**src/hdl/acrb_pkg.sv**
```systemverilog
// ----------------------------------------------------------------------------
// Audio capture ring buffer: shared package
// Command, status and state codes, register indexes and the structs that
// pass between the controller, the sample store and the top level.
// ----------------------------------------------------------------------------
package acrb_pkg;

  localparam int unsigned STORE_DEPTH_DFLT = 4096;

  localparam int unsigned FILL_W  = 13;
  localparam int unsigned SMP_W   = 16;
  localparam int unsigned RIDX_W  = 12;
  localparam int unsigned CNT_W   = 32;
  localparam int unsigned SCALE_W = 42;
  localparam int unsigned PROD_W  = 50;
  localparam int unsigned CFG_W   = 32;

  localparam logic [SCALE_W-1:0] MS_PER_S = SCALE_W'(1000);

  typedef enum logic [2:0] {
    CMD_SAMPLE = 3'd0,
    CMD_START  = 3'd1,
    CMD_STOP   = 3'd2,
    CMD_PAUSE  = 3'd3,
    CMD_RESUME = 3'd4,
    CMD_READ   = 3'd5
  } cmd_e;

  typedef enum logic [1:0] {
    STS_OK      = 2'd0,
    STS_ALREADY = 2'd1,
    STS_WRONG   = 2'd2,
    STS_INVALID = 2'd3
  } status_e;

  typedef enum logic [1:0] {
    REC_IDLE    = 2'd0,
    REC_ACTIVE  = 2'd1,
    REC_PAUSED  = 2'd2,
    REC_STOPPED = 2'd3
  } rec_state_e;

  typedef enum logic [2:0] {
    CFG_CIRCULAR = 3'd0,
    CFG_BUF_SIZE = 3'd1,
    CFG_RATE     = 3'd2,
    CFG_MAX_DUR  = 3'd3,
    CFG_MAX_BYTE = 3'd4
  } cfg_idx_e;

  typedef struct packed {
    logic              circular_mode;
    logic [FILL_W-1:0] buf_len;
    logic [17:0]       rate_hz;
    logic [CNT_W-1:0]  dur_limit_ms;
    logic [CNT_W-1:0]  max_bytes;
  } cfg_t;

  typedef struct packed {
    logic [2:0]        cmd;
    logic [SMP_W-1:0]  sample_value;
    logic              block_end;
    logic [RIDX_W-1:0] read_index;
  } item_t;

  typedef struct packed {
    logic              wr_en;
    logic [FILL_W-1:0] wr_addr;
    logic [SMP_W-1:0]  wr_data;
    logic              rd_en;
    logic [RIDX_W-1:0] rd_addr;
  } store_req_t;

  typedef struct packed {
    status_e           status;
    rec_state_e        state;
    logic [SMP_W-1:0]  peak;
    logic [CNT_W-1:0]  count;
    logic [FILL_W-1:0] fill;
    logic              rd_ok;
    logic              limit_stop;
  } result_t;

endpackage

```
**src/hdl/acrb_ctrl.sv**
```systemverilog
// ----------------------------------------------------------------------------
// Audio capture ring buffer: capture controller
// Recording state, write pointer, fill level, sample counter, peak meter and
// the duration and byte limits, updated once per item.
// ----------------------------------------------------------------------------
module acrb_ctrl import acrb_pkg::*; #(
  parameter int unsigned StoreDepth = STORE_DEPTH_DFLT
) (
  input  logic       clk_i,
  input  logic       rst_ni,
  input  logic       adv_i,
  input  item_t      item_i,
  input  cfg_t       cfg_i,
  output store_req_t req_o,
  output result_t    res_o
);

  localparam logic [16:0] DepthV = 17'(StoreDepth);

  rec_state_e          state_q, state_d;
  logic [FILL_W-1:0]   wp_q, wp_d;
  logic [FILL_W-1:0]   fill_q, fill_d;
  logic [CNT_W-1:0]    count_q, count_d;
  logic [SCALE_W-1:0]  scaled_q, scaled_d;
  logic [SMP_W-1:0]    peak_q, peak_d;

  logic [FILL_W-1:0]   cap;
  logic [SMP_W-1:0]    mag;
  logic [FILL_W-1:0]   ptr0, ptr_inc, ptr_next;
  logic                is_rec, fill_inc, count_inc;
  logic [FILL_W-1:0]   fill_after;
  logic [CNT_W-1:0]    count_after;
  logic [SCALE_W-1:0]  scaled_after;
  logic [PROD_W-1:0]   dur_prod;
  logic                dur_hit, bytes_hit, lstop;
  status_e             status;
  logic                wr_en, rd_en;
  logic [FILL_W-1:0]   wr_addr;

  assign cap = ({4'b0, cfg_i.buf_len} > DepthV) ? DepthV[FILL_W-1:0]
                                                 : cfg_i.buf_len;
  assign is_rec = (state_q == REC_ACTIVE);
  assign mag = item_i.sample_value[SMP_W-1] ? (~item_i.sample_value + 16'd1)
                                            : item_i.sample_value;

  assign ptr0     = (wp_q >= cap) ? '0 : wp_q;
  assign ptr_inc  = ptr0 + 13'd1;
  assign ptr_next = (ptr_inc >= cap) ? '0 : ptr_inc;

  assign fill_inc     = (fill_q < cap);
  assign count_inc    = cfg_i.circular_mode || fill_inc;
  assign fill_after   = fill_inc ? fill_q + 13'd1 : fill_q;
  assign count_after  = (count_inc && count_q != '1) ? count_q + 32'd1 : count_q;
  assign scaled_after = (count_inc && count_q != '1) ? scaled_q + MS_PER_S : scaled_q;

  assign dur_prod  = PROD_W'(cfg_i.dur_limit_ms) * PROD_W'(cfg_i.rate_hz);
  assign dur_hit   = (cfg_i.dur_limit_ms != '0) &&
                     ({8'b0, scaled_after} >= dur_prod);
  assign bytes_hit = (cfg_i.max_bytes != '0) &&
                     ({19'b0, fill_after, 1'b0} >= {1'b0, cfg_i.max_bytes});
  assign lstop     = (item_i.cmd == CMD_SAMPLE) && is_rec && item_i.block_end &&
                     (dur_hit || bytes_hit);

  always_comb begin
    state_d = state_q;
    unique case (item_i.cmd)
      CMD_SAMPLE: begin
        if (lstop) state_d = REC_STOPPED;
      end
      CMD_START: begin
        if (!is_rec && cfg_i.buf_len != '0) state_d = REC_ACTIVE;
      end
      CMD_STOP: begin
        if (state_q == REC_ACTIVE || state_q == REC_PAUSED) state_d = REC_STOPPED;
      end
      CMD_PAUSE: begin
        if (is_rec) state_d = REC_PAUSED;
      end
      CMD_RESUME: begin
        if (state_q == REC_PAUSED) state_d = REC_ACTIVE;
      end
      default: state_d = state_q;
    endcase
  end

  always_comb begin
    wp_d     = wp_q;
    fill_d   = fill_q;
    count_d  = count_q;
    scaled_d = scaled_q;
    peak_d   = peak_q;
    status   = STS_OK;
    wr_en    = 1'b0;
    wr_addr  = fill_q;
    rd_en    = 1'b0;
    unique case (item_i.cmd)
      CMD_SAMPLE: begin
        if (!is_rec) begin
          status = STS_WRONG;
        end else begin
          peak_d   = (mag > peak_q) ? mag : peak_q;
          fill_d   = fill_after;
          count_d  = count_after;
          scaled_d = scaled_after;
          if (cfg_i.circular_mode) begin
            if (cap != '0) begin
              wr_en   = 1'b1;
              wr_addr = ptr0;
              wp_d    = ptr_next;
            end
          end else if (fill_inc) begin
            wr_en = 1'b1;
          end
        end
      end
      CMD_START: begin
        if (is_rec) begin
          status = STS_ALREADY;
        end else begin
          count_d  = '0;
          scaled_d = '0;
          peak_d   = '0;
          if (cfg_i.buf_len == '0) begin
            status = STS_INVALID;
          end else begin
            fill_d = '0;
            wp_d   = '0;
          end
        end
      end
      CMD_STOP: begin
        status = STS_OK;
      end
      CMD_PAUSE: begin
        if (!is_rec) status = STS_WRONG;
      end
      CMD_RESUME: begin
        if (state_q != REC_PAUSED) status = STS_WRONG;
      end
      CMD_READ: begin
        if ({1'b0, item_i.read_index} >= fill_q ||
            {5'b0, item_i.read_index} >= DepthV) begin
          status = STS_INVALID;
        end else begin
          rd_en = 1'b1;
        end
      end
      default: status = STS_INVALID;
    endcase
  end

  always_ff @(posedge clk_i or negedge rst_ni) begin
    if (!rst_ni) begin
      state_q  <= REC_IDLE;
      wp_q     <= '0;
      fill_q   <= '0;
      count_q  <= '0;
      scaled_q <= '0;
      peak_q   <= '0;
    end else if (adv_i) begin
      state_q  <= state_d;
      wp_q     <= wp_d;
      fill_q   <= fill_d;
      count_q  <= count_d;
      scaled_q <= scaled_d;
      peak_q   <= peak_d;
    end
  end

  assign req_o.wr_en   = adv_i && wr_en;
  assign req_o.wr_addr = wr_addr;
  assign req_o.wr_data = item_i.sample_value;
  assign req_o.rd_en   = adv_i && rd_en;
  assign req_o.rd_addr = item_i.read_index;

  assign res_o.status     = status;
  assign res_o.state      = state_d;
  assign res_o.peak       = peak_d;
  assign res_o.count      = count_d;
  assign res_o.fill       = fill_d;
  assign res_o.rd_ok      = rd_en;
  assign res_o.limit_stop = lstop;

  assert property (@(posedge clk_i) disable iff (!rst_ni)
    scaled_q == {10'b0, count_q} * MS_PER_S)
    else $error("scaled counter out of step with sample count");

  assert property (@(posedge clk_i) disable iff (!rst_ni)
    {4'b0, fill_q} <= DepthV)
    else $error("fill level beyond store depth");

  assert property (@(posedge clk_i) disable iff (!rst_ni)
    adv_i && lstop |=> state_q == REC_STOPPED)
    else $error("limit stop did not end recording");

  assert property (@(posedge clk_i) disable iff (!rst_ni)
    adv_i && item_i.cmd == CMD_START && status == STS_OK
    |=> fill_q == '0 && count_q == '0 && wp_q == '0 && state_q == REC_ACTIVE)
    else $error("start did not clear capture state");

endmodule

```
**config.mk**
```make
export PLATFORM = sky130hd
export DESIGN_NAME = acrb_ctrl
export DESIGN_NICKNAME = d
export VERILOG_FILES = /design/src/hdl/acrb_pkg.sv /design/src/hdl/acrb_ctrl.sv
export SDC_FILE = /design/constraint.sdc
export NUM_CORES = 2
export LEC_CHECK = 0
export BUFFER_PORTS_ARGS = -buffer_cell sky130_fd_sc_hd__buf_4
export CELL_PAD_IN_SITES_DETAIL_PLACEMENT = 1
export CELL_PAD_IN_SITES_GLOBAL_PLACEMENT = 2
export CORE_MARGIN = 8
export CORE_UTILIZATION = 30
export DETAILED_ROUTE_END_ITERATION = 10
export GPL_TIMING_DRIVEN = 1
export MAX_ROUTING_LAYER = met4
export PLACE_DENSITY = 0.69
export SETUP_SLACK_MARGIN = 0.5
export SLEW_MARGIN = 20
export SYNTH_ARGS = -nofsm -noshare
export SYNTH_HDL_FRONTEND = slang
export SYNTH_SLANG_ARGS = --single-unit
export TNS_END_PERCENT = 30
```
**constraint.sdc**
```tcl
create_clock -name clk_i -period 12.4 [get_ports clk_i]
set_clock_uncertainty 0.1 [all_clocks]
set_input_delay 0 -clock clk_i [delete_from_list [all_inputs] [get_ports clk_i]]
set_output_delay 0 -clock clk_i [all_outputs]
set_load 0.01 [all_outputs]
```
==> implementation parameters <==
Parameter                              Value

Setup path
  Worst reg2reg path startpoint    count_q[5]$_DFFE_PN0P_
  Delay of the slowest critical-path stage    0.55 ns
  Worst Path Class, Setup    in2out
  Sort of element at the end of the critical path    output port
  Beginning of the critical path    cfg_i[71]
  Arrival time of the worst setup path    9.27 ns
  Setup slack, reg-to-reg    6.03 ns
  Crit path required time    12.30 ns
  CP max stage cell    or4_1
  Category of the worst setup path launch point    input pin
  Worst reg-to-reg path cell count    20
  Critical path's most frequent cell    fa_1
  Maximum fanout count along the critical path    32
  Reg2reg end    state_q[1]$_DFFE_PN0P_

Min path
  Hold EP    peak_q[15]$_DFFE_PN0P_
  Worst hold path depth    4
  Worst Hold Launch    item_i[28]
  Class of the tightest hold or removal check    in2reg

STA
  Total negative slack    0 ns
  RSZ-0062 raised after global routing    false
  Max-slew violation count    0
  # setup viols final    0
  Final period demand of the worst path    9.371 ns
  Hold violation count in the final report    0
  Max Clk Rate    0.1067 GHz
  Slew HR    27.73%
  Minimum hold slack    0.03875 ns
  Actual slew at the worst max-slew pin    1.057 ns
  Crit share post-route    75.57%

GRT
  Number of antenna violations at the first check in global routing    0
  First-pass GRT wire length    170500 µm
  Busiest layer in global routing    met2
  Number of global-route vias before repair    29060
  Total global routing overflow    0
  GR met3 Demand/Resource    1.765%
  Tot GR Track Use    19.36%
  Met2 usage    30.92%
  GR met1 Demand/Resource    27.32%
  Maximum number of pins on one net before global-route repair    75

Floorplan
  Cell row count    117
  IO Pins    241
  Chip Width    335.2 µm
  Core Area    0.1014 mm²
  Initial Util    30.12%
  Die Y    335.2 µm
  Area enclosed by the die boundary    0.1123 mm²

Synth
  Number of synthesized flops with an enable pin    0
  Sequential area share after synthesis    9.417%
  Count of synthesis-stage warnings from yosys    0
  Netlist cell types    82
  Cell Area, Synth    0.03056 mm²
  Post-synth net total    4639
  Dominant synthesized flop cell    dfrtp_1
  Post-synthesis instance total    3781
  Flops & latches, synth    115
  Average footprint of a synthesized cell    8.082 µm²
  Proportion of register bits with asynchronous set or reset after synthesis    100.0%

Routing
  Detailed-router iteration count before antenna repair    5
  Antenna-violating nets left    0
  Number of vias in the routed layout    26370
  Average wire length per cell after detail routing    20.14 µm
  Wirelength, routed    104500 µm
  Via density    5.083
  Final routed DRC violation total    0
  1st-iter DRT viols    1319

Layout
  Layout overhead on the synthesized area    10.96%
  Commonest cells after routing, fill and taps aside    634 x nand2_1, 606 x inv_1, 480 x fa_1
  Most common library cell in the layout ignoring fill and taps    nand2_1
  Number of antenna cells inserted    0
  Share of layout cells above drive strength 1    8.824%
  Total of fill cells in the finished design    12230
  Layout Nets    4664

CTS
  Post-cts gate resize count    0
  Sink Count    115
  CTS buffer count    17
  Clock Latency Late Sink    0.45 ns
  CTS tree    built
  CTS H-tree lvls    4
  Clock buffer depth    2
  Register clock-pin slew on the reported worst setup and hold paths    0.07 ns
  Root buffer cell    clkbuf_16

Place
  RePlAce Congestion    0.8217
  Buffers on Ports    240
  Placed wire-length estimate after detailed placement    82420 µm

Flow run
  Total of max-cap violations    0

Run status
  Outcome    finished, final reports clean
-- sequential cells by signal, indices dropped and copies added, names as in the netlist --
name      flops
count_q      32
fill_q       13
wp_q         13
peak_q       16
scaled_q     39
state_q       2
-- worst max path at each step --
stage,slack (ns),cells after the start,end
6_report,3.03,34,res_o[64]
5_1_grt,2.43,32,res_o[64]
4_1_cts,2.99,34,res_o[64]
3_5_place_dp,3.06,34,res_o[64]
3_3_place_gp,3.19,34,res_o[64]
2_1_floorplan,4.14,34,res_o[64]
-- cell type report --
cell class | instances | area, µm² | share of cell area (%)
clock inverters | 14 | 193.9 | 0.5720
well taps | 1368 | 1712 | 5.048
flip-flops and latches | 115 | 2878 | 8.487
inverters | 607 | 2278 | 6.720
multi-input cells | 2785 | 24250 | 71.53
repair buffers | 280 | 2162 | 6.376
clock buffers | 18 | 429.2 | 1.266
-- cells by family (layout without fill, tap and decap cells) --
kind of cell | count (synthesis) | in the layout | synth area share [%]
buffers and inverters | 881 | 919 | 11.40
DFF | 115 | 115 | 9.417
adders and majority gates | 727 | 727 | 41.56
muxes | 17 | 17 | 0.5773
xor gates and xnor gates | 111 | 111 | 3.181
and+or+nand+nor | 1312 | 1312 | 20.37
AOI/OAI and AO/OA | 618 | 618 | 13.50
-- per-stage QoR --
step	setup WS (ns)	cells	util [%]	area, µm²
2_1_floorplan	4.138	3781	-	30560
3_3_place_gp	3.187	5138	32.62	33090
5_1_grt	2.434	5187	33.42	33910
4_1_cts	2.994	5186	33.39	33870
6_report	3.029	5187	33.42	33910
3_5_place_dp	3.062	5138	32.62	33090
-- worst max-delay path: cells and delay by family --
family          cells  cell delay (ns)
compound gates      9             2.18
fa+ha+maj           8             3.74
simple gates       10             2.53
buf+inv             7             0.82
-- Yosys cell counts, drive strengths merged, types with 6 or more instances --
library cell,count,area (µm²)
a31oi,61,381.6
xor2,41,359.1
or2,7,43.79
o31ai,22,165.2
or4,23,172.7
buf,70,439.2
nor4,46,287.8
nand2b,17,106.4
inv,606,2275
mux2i,12,120.1
o211ai,31,237.7
o21a,16,120.1
and3,25,156.4
a21o,47,360.3
or3,26,162.7
nand3,76,380.4
o22ai,17,106.4
nor2,125,474.2
a211o,11,96.34
a2111oi,9,110.1
and2,191,1195
nor2b,9,56.30
nor3,63,331.6
dfrtp,115,2878
a22oi,11,82.58
o2111ai,6,52.55
a221o,11,110.1
clkbuf,204,765.7
ha,247,3090
a211oi,18,140.1
o21bai,9,67.56
nand2,635,2384
nand4,50,312.8
a22o,36,315.3
fa,480,9609
xnor2,70,613.1
o21ai,142,725.7
a21oi,122,610.6
-- timing repair --
action | CTS | global route
setup buffers | 0 | 0
endpoints found under the hold margin | 86 | 0
hold buffers | 16 | 0
-- per-layer routing --
| layer | vias up | part of all wire [%] |
|---|---|---|
| met5 | - | 0 |
| met4 | 0 | 0.96 |
| met3 | 66 | 3.1 |
| met2 | 460 | 46 |
| met1 | 13570 | 50 |
| li1 | 12280 | - |
Power is left out: the tool's default activity adds up to more than one toggle a clock period on the data nets, which glitch-free logic cannot reach.
